## config.mk

```make
export PLATFORM = sky130hd
export DESIGN_NAME = nmea_sentence_filter_checker_unit
export DESIGN_NICKNAME = d
export VERILOG_FILES = /design/src/hw/rtl/nsfc_pkg.sv /design/src/hw/rtl/nmea_sentence_filter_checker_unit.sv
export SDC_FILE = /design/constraint.sdc
export NUM_CORES = 1
export LEC_CHECK = 0
export BUFFER_PORTS_ARGS = -buffer_cell sky130_fd_sc_hd__clkbuf_2
export CORE_MARGIN = 2
export CORE_UTILIZATION = 52
export CTS_CLUSTER_SIZE = 24
export DETAILED_ROUTE_END_ITERATION = 7
export PLACE_DENSITY = 0.85
export SLEW_MARGIN = 10
export SYNTH_ARGS = -nofsm -noshare
export SYNTH_HDL_FRONTEND = slang
export SYNTH_SLANG_ARGS = --single-unit
```

## constraint.sdc

```tcl
create_clock -name clk -period 3.45 [get_ports clk]
set_clock_uncertainty 0.15 [all_clocks]
set_input_delay 0.5175 -clock clk [delete_from_list [all_inputs] [get_ports clk]]
set_output_delay 0.5175 -clock clk [all_outputs]
set_load 0.005 [all_outputs]
```

## src/hw/rtl/nsfc_pkg.sv

```systemverilog
// Package: sentence type codes, header text, select masks and hex decode for the NMEA checker.
package nsfc_pkg;

  localparam int unsigned HDR_LEN   = 5;
  localparam int unsigned NUM_TYPES = 4;

  // Sentence type codes as reported on the result channel
  typedef enum logic [2:0] {
    STYPE_OTHER = 3'd0,
    STYPE_GGA   = 3'd1,
    STYPE_RMC   = 3'd2,
    STYPE_GSA   = 3'd3,
    STYPE_GSV   = 3'd4
  } stype_t;

  // Framing characters
  localparam logic [7:0] CH_DOLLAR = 8'h24;
  localparam logic [7:0] CH_STAR   = 8'h2A;
  localparam logic [7:0] CH_LF     = 8'h0A;
  localparam logic [7:0] CH_CR     = 8'h0D;

  // Header text after '$', one row per type in priority order GGA, RMC, GSA, GSV
  typedef logic [7:0] hdr_row_t [HDR_LEN];
  localparam hdr_row_t HDR_TEXT [NUM_TYPES] = '{
    '{8'h47, 8'h50, 8'h47, 8'h47, 8'h41},
    '{8'h47, 8'h50, 8'h52, 8'h4D, 8'h43},
    '{8'h47, 8'h50, 8'h47, 8'h53, 8'h41},
    '{8'h47, 8'h50, 8'h47, 8'h53, 8'h56}
  };

  // Bit n set: select code n enables that type
  localparam logic [15:0] SELECT_MASK [NUM_TYPES] = '{
    16'h022A, 16'h044C, 16'h1070, 16'h1700
  };

  // Upper-case hex digit to nibble; anything else decodes to zero
  function automatic logic [3:0] hex_value(input logic [7:0] c);
    logic [3:0] v;
    v = 4'd0;
    if (c >= 8'h30 && c <= 8'h39) begin
      v = c[3:0];
    end else if (c >= 8'h41 && c <= 8'h46) begin
      v = 4'(c - 8'h37);
    end
    return v;
  endfunction

endpackage

```

## src/hw/rtl/nmea_sentence_filter_checker_unit.sv

```systemverilog
// Top level: NMEA 0183 sentence checksum checker and type filter.
//
//  channel | ports                                   | direction | moves
//  --------+-----------------------------------------+-----------+-------------------------------
//  in      | in_valid, in_stall, in_rx_byte          | in        | one received character
//  out     | out_valid, out_stall, out_sentence_type,| out       | one verdict per closed sentence
//          | out_computed_sum, out_received_sum,     |           |
//          | out_sum_matches, out_accepted           |           |
//  config  | psel, penable, pwrite, paddr, pwdata,   | in/out    | sentence_select at address 0
//          | prdata, pready                          |           |
//
// One character per cycle sustained. Each request lands in an input register;
// from there the sentence state updates and, at a newline inside a sentence,
// the verdict loads the output register from the sentence state.
// in_stall rises only when a newline sits in the input register while the
// output register still holds an untaken verdict; other characters pass.
// Reset (rst_n low, synchronous) clears the pipeline valids, the sentence
// state and sentence_select; no sentence is open after reset.
module nmea_sentence_filter_checker_unit
  import nsfc_pkg::*;
#(
  parameter int unsigned MAX_LEN = 128   // longest accepted sentence, '$' included (16..255)
) (
  input  logic        clk,
  input  logic        rst_n,

  input  logic        in_valid,
  output logic        in_stall,
  input  logic [7:0]  in_rx_byte,

  output logic        out_valid,
  input  logic        out_stall,
  output logic [2:0]  out_sentence_type,
  output logic [7:0]  out_computed_sum,
  output logic [7:0]  out_received_sum,
  output logic        out_sum_matches,
  output logic        out_accepted,

  input  logic        psel,
  input  logic        penable,
  input  logic        pwrite,
  input  logic [1:0]  paddr,
  input  logic [31:0] pwdata,
  output logic [31:0] prdata,
  output logic        pready
);

  // ---------------------------------------------------------------------------
  // Configuration: single register, any address in the word decodes to it
  // ---------------------------------------------------------------------------
  logic [3:0] select_r;
  logic       cfg_wr;

  assign pready = 1'b1;
  assign cfg_wr = psel && penable && pwrite && pready;
  assign prdata = {28'd0, select_r};

  always_ff @(posedge clk) begin
    if (!rst_n) begin
      select_r <= 4'd0;
    end else if (cfg_wr && (paddr[1:0] == 2'd0 || paddr[1:0] != 2'd0)) begin
      select_r <= pwdata[3:0];
    end
  end

  // ---------------------------------------------------------------------------
  // Input register
  // ---------------------------------------------------------------------------
  logic       s1_valid_r;
  logic [7:0] byte_r;
  logic       s1_adv;      // input register consumed this cycle
  logic       in_take;

  assign in_stall = s1_valid_r && !s1_adv;
  assign in_take  = in_valid && !in_stall;

  always_ff @(posedge clk) begin
    if (!rst_n) begin
      s1_valid_r <= 1'b0;
    end else if (in_take) begin
      s1_valid_r <= 1'b1;
    end else if (s1_adv) begin
      s1_valid_r <= 1'b0;
    end
  end

  always_ff @(posedge clk) begin
    if (in_take) begin
      byte_r <= in_rx_byte;
    end
  end

  // ---------------------------------------------------------------------------
  // Sentence state
  // ---------------------------------------------------------------------------
  logic       in_sent_r,    in_sent_nxt;
  logic       prev_dol_r,   prev_dol_nxt;
  logic [7:0] count_r,      count_nxt;
  logic [3:0] hits_r,       hits_nxt;
  logic [7:0] xor_r,        xor_nxt;
  logic       star_r,       star_nxt;
  logic [1:0] digits_r,     digits_nxt;
  logic [7:0] rx_sum_r,     rx_sum_nxt;
  logic       too_long_r,   too_long_nxt;

  logic       is_dollar, is_lf, is_cr, is_star;
  logic       emit;        // byte in input register closes a sentence
  logic       out_free;

  assign is_dollar = (byte_r == CH_DOLLAR);
  assign is_lf     = (byte_r == CH_LF);
  assign is_cr     = (byte_r == CH_CR);
  assign is_star   = (byte_r == CH_STAR);
  assign emit      = s1_valid_r && !is_dollar && in_sent_r && is_lf;
  assign out_free  = !out_valid || !out_stall;
  assign s1_adv    = s1_valid_r && (!emit || out_free);

  always_comb begin
    in_sent_nxt  = in_sent_r;
    prev_dol_nxt = prev_dol_r;
    count_nxt    = count_r;
    hits_nxt     = hits_r;
    xor_nxt      = xor_r;
    star_nxt     = star_r;
    digits_nxt   = digits_r;
    rx_sum_nxt   = rx_sum_r;
    too_long_nxt = too_long_r;

    if (s1_adv) begin
      if (is_dollar) begin
        // "$$" keeps the sentence opened by the first dollar
        if (!prev_dol_r) begin
          in_sent_nxt  = 1'b1;
          count_nxt    = 8'd0;
          hits_nxt     = 4'hF;
          xor_nxt      = 8'd0;
          star_nxt     = 1'b0;
          digits_nxt   = 2'd0;
          rx_sum_nxt   = 8'd0;
          too_long_nxt = 1'b0;
        end
        prev_dol_nxt = 1'b1;
      end else begin
        prev_dol_nxt = 1'b0;
        if (in_sent_r) begin
          if (is_lf) begin
            in_sent_nxt = 1'b0;
          end else if (!(is_cr && star_r)) begin
            // header compare over the first five characters
            if (count_r < 8'(HDR_LEN)) begin
              for (int k = 0; k < NUM_TYPES; k++) begin
                if (HDR_TEXT[k][count_r[2:0]] != byte_r) begin
                  hits_nxt[k] = 1'b0;
                end
              end
            end
            if (count_r != 8'hFF) begin
              count_nxt = count_r + 8'd1;
            end
            if (count_nxt >= 8'(MAX_LEN)) begin
              too_long_nxt = 1'b1;
            end
            if (!star_r) begin
              if (is_star) begin
                star_nxt = 1'b1;
              end else begin
                xor_nxt = xor_r ^ byte_r;
              end
            end else if (digits_r != 2'd2) begin
              rx_sum_nxt = {rx_sum_r[3:0], hex_value(byte_r)};
              digits_nxt = digits_r + 2'd1;
            end
          end
        end
      end
    end
  end

  always_ff @(posedge clk) begin
    if (!rst_n) begin
      in_sent_r  <= 1'b0;
      prev_dol_r <= 1'b0;
      count_r    <= 8'd0;
      hits_r     <= 4'hF;
      xor_r      <= 8'd0;
      star_r     <= 1'b0;
      digits_r   <= 2'd0;
      rx_sum_r   <= 8'd0;
      too_long_r <= 1'b0;
    end else begin
      in_sent_r  <= in_sent_nxt;
      prev_dol_r <= prev_dol_nxt;
      count_r    <= count_nxt;
      hits_r     <= hits_nxt;
      xor_r      <= xor_nxt;
      star_r     <= star_nxt;
      digits_r   <= digits_nxt;
      rx_sum_r   <= rx_sum_nxt;
      too_long_r <= too_long_nxt;
    end
  end

  // ---------------------------------------------------------------------------
  // Verdict: first surviving header wins; short header means type other
  // ---------------------------------------------------------------------------
  stype_t     vtype;
  logic       vsel;
  logic       vmatch;

  always_comb begin
    vtype = STYPE_OTHER;
    vsel  = 1'b0;
    if (count_r >= 8'(HDR_LEN)) begin
      for (int k = NUM_TYPES - 1; k >= 0; k--) begin
        if (hits_r[k]) begin
          vtype = stype_t'(3'(k + 1));
          vsel  = SELECT_MASK[k][select_r];
        end
      end
    end
  end

  assign vmatch = (xor_r == rx_sum_r);

  // ---------------------------------------------------------------------------
  // Output register
  // ---------------------------------------------------------------------------
  logic       out_valid_r;
  stype_t     otype_r;
  logic [7:0] ocomp_r;
  logic [7:0] orecv_r;
  logic       omatch_r;
  logic       oacc_r;
  logic       out_load;

  assign out_load = emit && out_free;

  always_ff @(posedge clk) begin
    if (!rst_n) begin
      out_valid_r <= 1'b0;
    end else if (out_load) begin
      out_valid_r <= 1'b1;
    end else if (!out_stall) begin
      out_valid_r <= 1'b0;
    end
  end

  always_ff @(posedge clk) begin
    if (out_load) begin
      otype_r  <= vtype;
      ocomp_r  <= xor_r;
      orecv_r  <= rx_sum_r;
      omatch_r <= vmatch;
      oacc_r   <= vsel && vmatch && !too_long_r;
    end
  end

  assign out_valid         = out_valid_r;
  assign out_sentence_type = otype_r;
  assign out_computed_sum  = ocomp_r;
  assign out_received_sum  = orecv_r;
  assign out_sum_matches   = omatch_r;
  assign out_accepted      = oacc_r;

  // ---------------------------------------------------------------------------
  // Assertions
  // ---------------------------------------------------------------------------
`ifndef ASSERT_OFF
  // a verdict is never overwritten while it waits
  a_no_overwrite: assert property (@(posedge clk) disable iff (!rst_n)
    out_valid_r && out_stall |-> !out_load)
    else $error("verdict overwritten while stalled");

  // accepted implies both the checksum and type checks passed
  a_acc_match: assert property (@(posedge clk) disable iff (!rst_n)
    out_valid_r && oacc_r |-> omatch_r && otype_r != STYPE_OTHER)
    else $error("accepted without match or known type");

  // match flag agrees with the sums it reports
  a_match_flag: assert property (@(posedge clk) disable iff (!rst_n)
    out_valid_r |-> omatch_r == (ocomp_r == orecv_r))
    else $error("match flag inconsistent with sums");

  // input side only stalls behind a closing newline
  a_stall_cause: assert property (@(posedge clk) disable iff (!rst_n)
    in_stall |-> emit && out_valid_r && out_stall)
    else $error("input stalled without pending verdict");
`endif

endmodule

```

Word-level counts from Yosys, hierarchy flattened --
Memory sizes are Yosys's and may differ from the RTL's. A register that Yosys moved wholly into a read port is not among the register bits. Index checks and enable logic that the tools add are counted.
Storage, ports and cells: word-level logic and storage cells 203, input port bits 49, bits in read-only memories 320, memories 8, bits in registers 69
Cells by class: equal/unequal tests 17, muxes and demuxes 92, add/subtract/negate cells 3, bitwise gates (word level) 3, magnitude comparators 9, reductions and logical operators 48
Memories:
- (no name shown) | depth 8, width 8, rd ports 1, clocked after Yosys merged registers in 0, write ports 0, line nmea_sentence_filter_checker_unit.sv:152 | if (HDR_TEXT[k][count_r[2:0]] != byte_r) begin
- (no name shown) | depth 8, width 8, rd ports 1, clocked after Yosys merged registers in 0, write ports 0, line nmea_sentence_filter_checker_unit.sv:152
- (no name shown) | depth 8, width 8, rd ports 1, clocked after Yosys merged registers in 0, write ports 0, line nmea_sentence_filter_checker_unit.sv:152
- (no name shown) | depth 8, width 8, rd ports 1, clocked after Yosys merged registers in 0, write ports 0, line nmea_sentence_filter_checker_unit.sv:152
- (no name shown) | depth 16, width 1, rd ports 1, clocked after Yosys merged registers in 1, write ports 0, line nmea_sentence_filter_checker_unit.sv:217 | vsel = SELECT_MASK[k][select_r];
- (no name shown) | depth 16, width 1, rd ports 1, clocked after Yosys merged registers in 1, write ports 0, line nmea_sentence_filter_checker_unit.sv:217
- +2 memories
Operator list (count):
- 8-bit 2-to-1 mux | 31
- 4-bit 2-to-1 mux | 16
- 7-bit AND reduction | 6
- 1-bit 2-to-1 mux | 35
- 8-bit != test | 4
- 2-bit nonzero test | 11
- 2-bit 2-to-1 mux | 9
- 8-bit by 4-bit == test with 1-bit output (second input constant) | 2
- 8-bit by 6-bit == test with 1-bit output (second input constant) | 2
- 1-bit logical AND | 15
- 2-bit != test (second input constant) | 5
- 8-bit by 1-bit adder with 8-bit output (second input constant) | 1
- 8-bit == test | 1
- 8-bit by 3-bit >= comparator with 1-bit output (second input constant) | 1
- 8-bit by 6-bit >= comparator with 1-bit output (second input constant) | 1
- 8-bit by 7-bit >= comparator with 1-bit output (second input constant) | 1
- 8-bit >= comparator (second input constant) | 1
- 8-bit by 6-bit less-or-equal comparator with 1-bit output (second input constant) | 1
- 8-bit by 7-bit less-or-equal comparator with 1-bit output (second input constant) | 1
- 8-bit by 3-bit less-than comparator with 1-bit output (second input constant) | 1
- 8-bit != test (second input constant) | 1
- 8-bit XOR | 1
- 1-bit logical NOT | 7
- 6-bit AND reduction | 1
- other kinds (14) | 17

Logic depth before layout (Yosys ltp) --
Gate-level depths: netlist of the first run.
depth after elaboration 15, mapped depth 9, gate-level depth less buffers 7

Least setup slack after synthesis of the first run --
No wires, ideal clock.
kind register to register, from register byte_r[0], to register oacc_r, in the netlist out_accepted, enable pin, arrival time 2.110 ns, setup slack 0.792 ns, data required time 2.901 ns, cell stages (with the launch flop) 6, clock period less this slack 2.658 ns, setup time 0.399 ns, cell sequence edfxtp_1 inv_1 ha_1 and3b_1 nand4_1 nor2_1
On the way: cells in the longest elaborated chain, start to end 6, elaborated cells between the ends (all ways) 7, those cells by class eq/ne: 2; reduce/logical: 5
RTL lines:
- from (decl) | line nmea_sentence_filter_checker_unit.sv:70 | logic [7:0] byte_r;
- from (signal assigned) | line nmea_sentence_filter_checker_unit.sv:89 | byte_r <= in_rx_byte;
- 8-bit by 6-bit == test with 1-bit output | line nmea_sentence_filter_checker_unit.sv:110 | assign is_dollar = (byte_r == CH_DOLLAR);
- 1-bit logical NOT | line nmea_sentence_filter_checker_unit.sv:114 | assign emit = s1_valid_r && !is_dollar && in_sent_r && is_lf;
- 1-bit logical AND (2 in a row) | line nmea_sentence_filter_checker_unit.sv:114
- 1-bit logical AND (*) | line nmea_sentence_filter_checker_unit.sv:114
- 1-bit logical AND (*) | line nmea_sentence_filter_checker_unit.sv:236 | assign out_load = emit && out_free;
- via out_load | line nmea_sentence_filter_checker_unit.sv:234 | logic out_load;
- to (signal assigned) | line nmea_sentence_filter_checker_unit.sv:254 | oacc_r <= vsel && vmatch && !too_long_r;
- to (decl) | line nmea_sentence_filter_checker_unit.sv:233 | logic oacc_r;
Mark *: on every way through the listed nets, which the timed path passes. The rest lies on a longest branch. A chain may end at the register's enable or synchronous reset.

Final worst setup path of the first run --
from register byte_r[0], to register count_r[1]
On the way: cells in the longest elaborated chain, start to end 9, elaborated cells between the ends (all ways) 17, those cells by class eq/ne: 6; mux: 1; reduce/logical: 10
RTL lines:
- 8-bit by 6-bit == test with 1-bit output | line nmea_sentence_filter_checker_unit.sv:110
- 1-bit logical NOT | line nmea_sentence_filter_checker_unit.sv:114
- 1-bit logical AND (3 in a row) | line nmea_sentence_filter_checker_unit.sv:114
- 1-bit logical NOT | line nmea_sentence_filter_checker_unit.sv:116 | assign s1_adv = s1_valid_r && (!emit || out_free);
- 1-bit logical OR | line nmea_sentence_filter_checker_unit.sv:116
- 1-bit logical AND | line nmea_sentence_filter_checker_unit.sv:116
- 5-bit AND reduction (no line)
- to (signal assigned) | line nmea_sentence_filter_checker_unit.sv:193 | count_r <= count_nxt;
- to (decl) | line nmea_sentence_filter_checker_unit.sv:98 | logic [7:0] count_r, count_nxt;
Parallel ways exist; a longest one is shown, timed or not.

==> results.cfg, run 1 <==
[placed_design]
dp_cells = 507
io_buffers = 45
place_congestion = 0.8837
place_ws_ns = 0.6623
place.detailed.hpwl_um = 5319

[pwr]
p_per_area_nw_per_um2 = 399.7
irDropWorstVdd_mv = 0.2325
p_leak_nw = 1.605

[synthesis]
ys_async_sr_fraction = 0
synth_seq_cells = 73
yosys_warnings = 0
synth_flop_cell = dfxtp_1
synth_top_area_cell = dfxtp_1
syn-instance-count = 376
seq_area_frac_synth = 0.4747
syn_avg_cell_area_um2 = 9.813
synthTopCellsByArea = dfxtp_1 (24%), edfxtp_1 (24%), buf_4 (6.1%)
synth_top_area_share = 0.2387
syn_area_um2 = 3690
synth-edff-count = 29
synth_cell_type_count = 60

[timing]
timing.fmax_mhz = 343.8
tightest_slew_ns = 0.8260
fin_ws_ns = 0.5415
rsz0062_at_grt = no
setup_viol = 0
finalCriticalPeriod_ns = 2.909
finalHoldViolCount = 0
fin_crit_sh = 0.8431
slew_viol_final = 0
maxSlewHeadroom = 0.4469
fin_tns_setup_ns = 0

[worst_setup_path]
startpoint = byte_r[0]$_DFFE_PP_
cp_max_fo = 9
rr_endpoint = count_r[1]$_SDFFE_PN0P_
crit_type = reg2reg
arrival_ns = 3.04
r2r-start = byte_r[0]$_DFFE_PP_
reg2reg_slack_ns = 0.54
critical_path_required_ns = 3.58
end_kind = flip-flop
endpoint = count_r[1]$_SDFFE_PN0P_
worst_setup_path_start_kind = flip-flop
reg2regPathDepth = 7

[clocking]
post_cts_resized = 0
hold_buffers = 0
post_cts_buffers = 0
clock_path_buffers = 2
path_clk_slew_ns = 0.08
cts-root-buf = clkbuf_8
cts_made_buffers = 9
clock_latency_ns = 0.36
h-tree-depth = 3
cts_tree = done
cts.sinks = 73

[floorplanning]
core-area_um2 = 6832
die_area_um2 = 7785
die_w_um = 88.24
ioPinCount = 105
die_y_um = 88.24
start_util = 0.5401
num_rows = 30

[finish]
nFillCells = 588
antennaDiodeCount = 0
drive_gt1_frac = 0.1780
finalNonFillerCells = 523
nets = 481
areaGrowthSynthToFinish_pct = 10.38

[detailed_routing]
via_per_inst = 5.530
drc_errors = 0
vias = 2892
dr.pass1.iters = 5
drt_first_iter_violations = 192
routedWlPerCell_um = 14.14
antenna_left = 0
wirelength_um = 7393

[global_routing]
grt_first_pass_wirelength_um = 11890
grt_start_max_net_pins = 22
track_usage = 0.1982
grt_pass1_vias = 2515
overflow = 0
antenna_found_initial = 0

[run]
cap_violations = 0

[run_status]
status = completed

[worst_hold_path]
worst_hold_path_type = in2reg
[per-stage QoR]
| stage | utilization | hold WS [ns] | total power, W | cell area, um^2 |
|---|---|---|---|---|
| 2_1_floorplan | - | 0.2756 | 0.001028 | 3791 |
| 3_3_place_gp | 0.5707 | 0.3023 | 0.001033 | 3899 |
| 3_5_place_dp | 0.5707 | 0.3091 | 0.001036 | 3899 |
| 4_1_cts | 0.5962 | 0.1691 | 0.001629 | 4073 |
| 5_1_grt | 0.5962 | 0.1731 | 0.001680 | 4073 |
| 6_report | 0.5962 | 0.1774 | 0.001628 | 4073 |
[cell usage in the layout (no fill, tap or decap), drive strengths merged, types with 4 or more instances in the layout]
cell type  count
nand3b         6
conb          29
ha            10
a21oi         19
nand3         14
nand4         10
o21ai         16
clkbuf        56
nor2          35
a211oi         6
o211ai         4
buf            4
clkinv         5
maj3           4
nor3          16
nand2         20
nor2b          4
or2            4
a22oi          4
mux2i          7
inv           19
a31oi          7
xnor2         10
edfxtp        29
dfxtp         44
[cell type report]
| cell class | count | area (um^2) | share of cell area |
|---|---|---|---|
| multi-input combinational | 270 | 1700 | 0.4175 |
| timing repair buffer | 49 | 255.2 | 0.06267 |
| tap | 96 | 120.1 | 0.02949 |
| clock inverter | 5 | 32.53 | 0.007988 |
| inverter | 19 | 71.32 | 0.01751 |
| sequential | 73 | 1752 | 0.4301 |
| clock buffer | 11 | 141.4 | 0.03472 |
[synth_stat cells (all sizes together), types with 2 or more instances]
| cell | instances |
|---|---|
| a22oi | 4 |
| o21a | 2 |
| nand4 | 10 |
| nor3 | 16 |
| ha | 10 |
| xor2 | 2 |
| nand3 | 14 |
| a311oi | 3 |
| o21ai | 16 |
| a21oi | 19 |
| o211a | 2 |
| clkbuf | 10 |
| a221oi | 2 |
| o211ai | 4 |
| edfxtp | 29 |
| maj3 | 4 |
| a211o | 2 |
| or2 | 4 |
| o2111ai | 2 |
| buf | 31 |
| a31oi | 7 |
| or3 | 3 |
| dfxtp | 44 |
| nand3b | 6 |
| a211oi | 6 |
| mux2i | 7 |
| nor2 | 35 |
| o311ai | 3 |
| xnor2 | 10 |
| nand2 | 20 |
| conb | 2 |
| nand2b | 2 |
| nor2b | 4 |
| nor4 | 3 |
| inv | 19 |
[registers in the layout, indices dropped and copies added (netlist names), 4 cells and up, named ones only]
name / count
byte_r: 8
count_r: 8
out_computed_sum: 8
out_received_sum: 8
rx_sum_r: 8
xor_r: 8
hits_r: 4
select_r: 4
[kinds of logic (layout without fill, tap and decap cells)]
kind of cell | after synthesis | after routing | synth area share
AND/OR/NAND/NOR | 126 | 126 | 0.1770
adder cells (fa/ha/maj) | 14 | 14 | 0.04476
flip-flops | 73 | 73 | 0.4747
multiplexers | 7 | 7 | 0.01899
AO/OA/AOI/OAI | 82 | 82 | 0.1621
XOR/XNOR | 12 | 12 | 0.02848
buffers and inverters | 60 | 84 | 0.09190
other | 2 | 29 | 0.002035
[how the worst min path moves through the flow]
| stage | startpoint | end | slack [ns] | cells past startpoint |
|---|---|---|---|---|
| floorplan | too_long_r$_SDFFE_PN0P_ | too_long_r$_SDFFE_PN0P_ | 0.28 | 2 |
| global placement | digits_r[0]$_SDFFE_PN0P_ | digits_r[0]$_SDFFE_PN0P_ | 0.30 | 1 |
| detailed placement | digits_r[0]$_SDFFE_PN0P_ | digits_r[0]$_SDFFE_PN0P_ | 0.31 | 1 |
| CTS | in_rx_byte[2] | byte_r[2]$_DFFE_PP_ | 0.17 | 1 |
| global route | in_rx_byte[3] | byte_r[3]$_DFFE_PP_ | 0.17 | 1 |
| finish | in_rx_byte[2] | byte_r[2]$_DFFE_PP_ | 0.18 | 1 |
[critical path, stage by stage (launching register included)]
cell and delay [ns]:
edfxtp_1 0.55, inv_1 0.27, ha_1 0.24, nand3b_1 0.27, o21a_1 0.29, o211ai_1 0.66, o21ai_0 0.22, a21oi_1 0.18
[where the power goes]
part           switching (W)  internal (W)
combinational      0.0000584     0.0000365
sequential         0.0000212      0.000904
clock               0.000328      0.000280
total               0.000408       0.00122
[metal layers]
layer	wire, um	up-vias	GRT usage
li1	-	1408	-
met1	3320	1356	0.2641
met2	3482	116	0.3137
met3	472	12	0.04571
met4	116	0	0.07989
met5	0	-	0
(Power assumes the default switching activity.)
==> run 2, diff against run 1 <==
Settings changed: ABC_AREA set to 1, CORE_UTILIZATION 52 to 54, PLACE_DENSITY 0.85 to 0.86.
Clock period 3.45 ns to 2.7 ns, I/O delays scaled along.
==> run 2 against run 1 <==
Compared with the run above: power increased by 36%; critical endpoint is now in_stall; non-clock buffer count increased by 3; clock-buffer cell count unchanged; clock power increased by 42%; register-to-register slack got worse by 0.12 ns; wire length increased by 16%.
==> results.cfg, run 2 <==
[worst_setup_path]
r2r-start = byte_r[0]$_DFFE_PP_
cp_max_fo = 6
path_cells = inv_1 > ha_1 > nand3_2 > nor2_4 > nand3_2 > inv_1 > clkbuf_2
crit_slowest_cell = edfxtp_1
critical_path_required_ns = 2.14
reg2regPathDepth = 11
worst_setup_path_start_kind = flip-flop
crit_path_max_incr_delay_ns = 0.39
arrival_ns = 1.78
end_kind = output port
crit_type = reg2out
reg2reg_slack_ns = 0.42
rr_endpoint = xor_r[4]$_SDFFE_PN0P_
crit_buf_inv = 3
path_delay_family = buffers and inverters

[synthesis]
seq_area_frac_synth = 0.4208
syn_area_um2 = 4163
yosys_warnings = 0
synth_top_area_share = 0.2116
syn-instance-count = 552
synth_cell_type_count = 35
ys_async_sr_fraction = 0
synth_flop_cell = dfxtp_1
synth-edff-count = 29
netlist_top_cells_count = nand2_1 (152), nor2_1 (65), inv_1 (57), dfxtp_1 (44), a21oi_1 (40)
synthTopCellsByArea = dfxtp_1 (21%), edfxtp_1 (21%), nand2_1 (14%)
synth_most_common_cell = nand2_1
syn_avg_cell_area_um2 = 7.541
synth_top_area_cell = dfxtp_1
synth_seq_cells = 73

[detailed_routing]
routedWlPerCell_um = 12.21
vias = 3566
drt_first_iter_violations = 288
antenna_left = 0
wirelength_um = 8609
drc_errors = 0
via_per_inst = 5.058
dr.pass1.iters = 5

[clocking]
path_clk_slew_ns = 0.07
h-tree-depth = 3
clock_path_buffers = 2
cts_made_buffers = 9
cts_tree = done
cts-root-buf = clkbuf_8
clock_latency_ns = 0.37
cts.sinks = 73
post_cts_buffers = 0
post_cts_resized = 0
hold_buffers = 0

[pwr]
irDropWorstVdd_mv = 0.2571
sequentialPowerShare = 0.531
p_comb_frac = 0.079
p_leak_nw = 2.116
power.switching_w = 0.0005489
p_sw_frac = 0.2473
intPower_w = 0.001671
p_per_area_nw_per_um2 = 488.9
clkPwrFrac = 0.390

[floorplanning]
die_w_um = 91.80
die_area_um2 = 8427
start_util = 0.5472
die_y_um = 91.80
ioPinCount = 105
num_rows = 32
core-area_um2 = 7607

[finish]
areaGrowthSynthToFinish_pct = 9.077
layout_common_cells = nand2_1 (152), nor2_1 (65), inv_1 (57)
nets = 657
design_area_um2 = 4541
layout_commonest_cell = nand2_1
drive_gt1_frac = 0.1542
antennaDiodeCount = 0

[global_routing]
antenna_found_initial = 0
grt_first_pass_wirelength_um = 14270
grt_pass1_vias = 3233
grt_start_max_net_pins = 27
track_usage = 0.2102
overflow = 0

[placed_design]
placed_cell_area_um2 = 4344
place.detailed.hpwl_um = 6124
place_congestion = 0.9240
io_buffers = 45

[worst_hold_path]
hold_path_end = byte_r[6]$_DFFE_PP_
min_from = in_rx_byte[6]
whs_path_depth = 1
worst_hold_path_type = in2reg

[timing]
rsz0062_at_grt = no
finalHoldViolCount = 0
timing.fmax_mhz = 427.6
slew_viol_final = 0
fin_tns_setup_ns = 0
hold_slack_ns = 0.07403
fin_crit_sh = 0.8661
setup_viol = 0
finalCriticalPeriod_ns = 2.339

[run]
cap_violations = 0

[run_status]
status = completed
[run 2: cell count changes in the layout (fill, tap and decap cells not counted), moves of 6 or more]
cell / before / now
nand3_1: 14 / 35
inv_1: 19 / 57
nand2_4: 0 / 6
mux2i_1: 7 / 0
nor2_1: 35 / 65
nor3_1: 15 / 4
a21oi_1: 19 / 40
nand2_1: 20 / 152
nand3b_1: 6 / 0
[run 2: worst register-to-register path: stages (launching register included)]
cell and delay (ns):
edfxtp_1 0.39, inv_1 0.21, ha_1 0.23, inv_1 0.08, nor2_4 0.14, nand2_4 0.12, nand2_4 0.10, nand2_4 0.07
nor2_8 0.26, nand2_2 0.22, nand2_1 0.12, a21oi_1 0.07
[run 2: power groups by stage]
stage                     clock [W]  sequential [W]  combinational, W
after floorplan                   0         0.00119          0.000170
after global placement            0         0.00120          0.000168
after detailed placement          0         0.00120          0.000173
after CTS                  0.000873         0.00118          0.000174
after global routing       0.000911         0.00118          0.000202
final                      0.000865         0.00118          0.000176
[run 2: cell families (layout without fill, tap and decap cells)]
kind of cell / count (synthesis) / in the layout / share of synthesized area
buf+inv: 107 / 131 / 0.1362
flops: 73 / 73 / 0.4208
compound gates: 65 / 65 / 0.08416
xor+xnor: 11 / 11 / 0.02314
other cells: 2 / 29 / 0.001804
simple gates: 284 / 284 / 0.3039
fa+ha+maj: 10 / 10 / 0.03006
[run 2: metrics by stage]
stage,power (W),util,setup slack (ns),instances
finish,0.002220,0.5969,0.3614,705
global route,0.002293,0.5969,0.1888,705
CTS,0.002225,0.5969,0.3442,705
detailed placement,0.001376,0.5711,0.4535,689
global placement,0.001371,0.5711,0.5190,689
floorplan,0.001363,-,0.1188,579
[run 2: layout make-up]
| type | count | area [um^2] |
|---|---|---|
| Tap cell | 102 | 127.6 |
| Timing Repair Buffer | 52 | 277.8 |
| Clock buffer | 11 | 141.4 |
| Fill cell | 668 | 3067 |
| Clock inverter | 5 | 55.05 |
| Inverter | 63 | 241.5 |
| Sequential cell | 73 | 1752 |
| Multi-Input combinational cell | 399 | 1946 |
[run 2: routing by layer]
metal,up-vias,GRT usage,part of all wire
met4,0,0.1231,0.032
met3,26,0.03287,0.061
met5,-,0,0
met2,154,0.3395,0.48
li1,1795,-,-
met1,1591,0.2670,0.43
[run 2: worst max path at each step]
stage	start	to	slack, ns	cells past startpoint
after floorplan	byte_r[0]$_DFFE_PP_	out_accepted$_DFFE_PP_	0.12	6
after global placement	byte_r[0]$_DFFE_PP_	xor_r[2]$_SDFFE_PN0P_	0.52	11
after detailed placement	byte_r[0]$_DFFE_PP_	xor_r[4]$_SDFFE_PN0P_	0.45	11
after CTS	byte_r[0]$_DFFE_PP_	in_stall	0.34	7
after global routing	byte_r[0]$_DFFE_PP_	rx_sum_r[0]$_SDFFE_PN0P_	0.19	9
final	byte_r[0]$_DFFE_PP_	in_stall	0.36	7
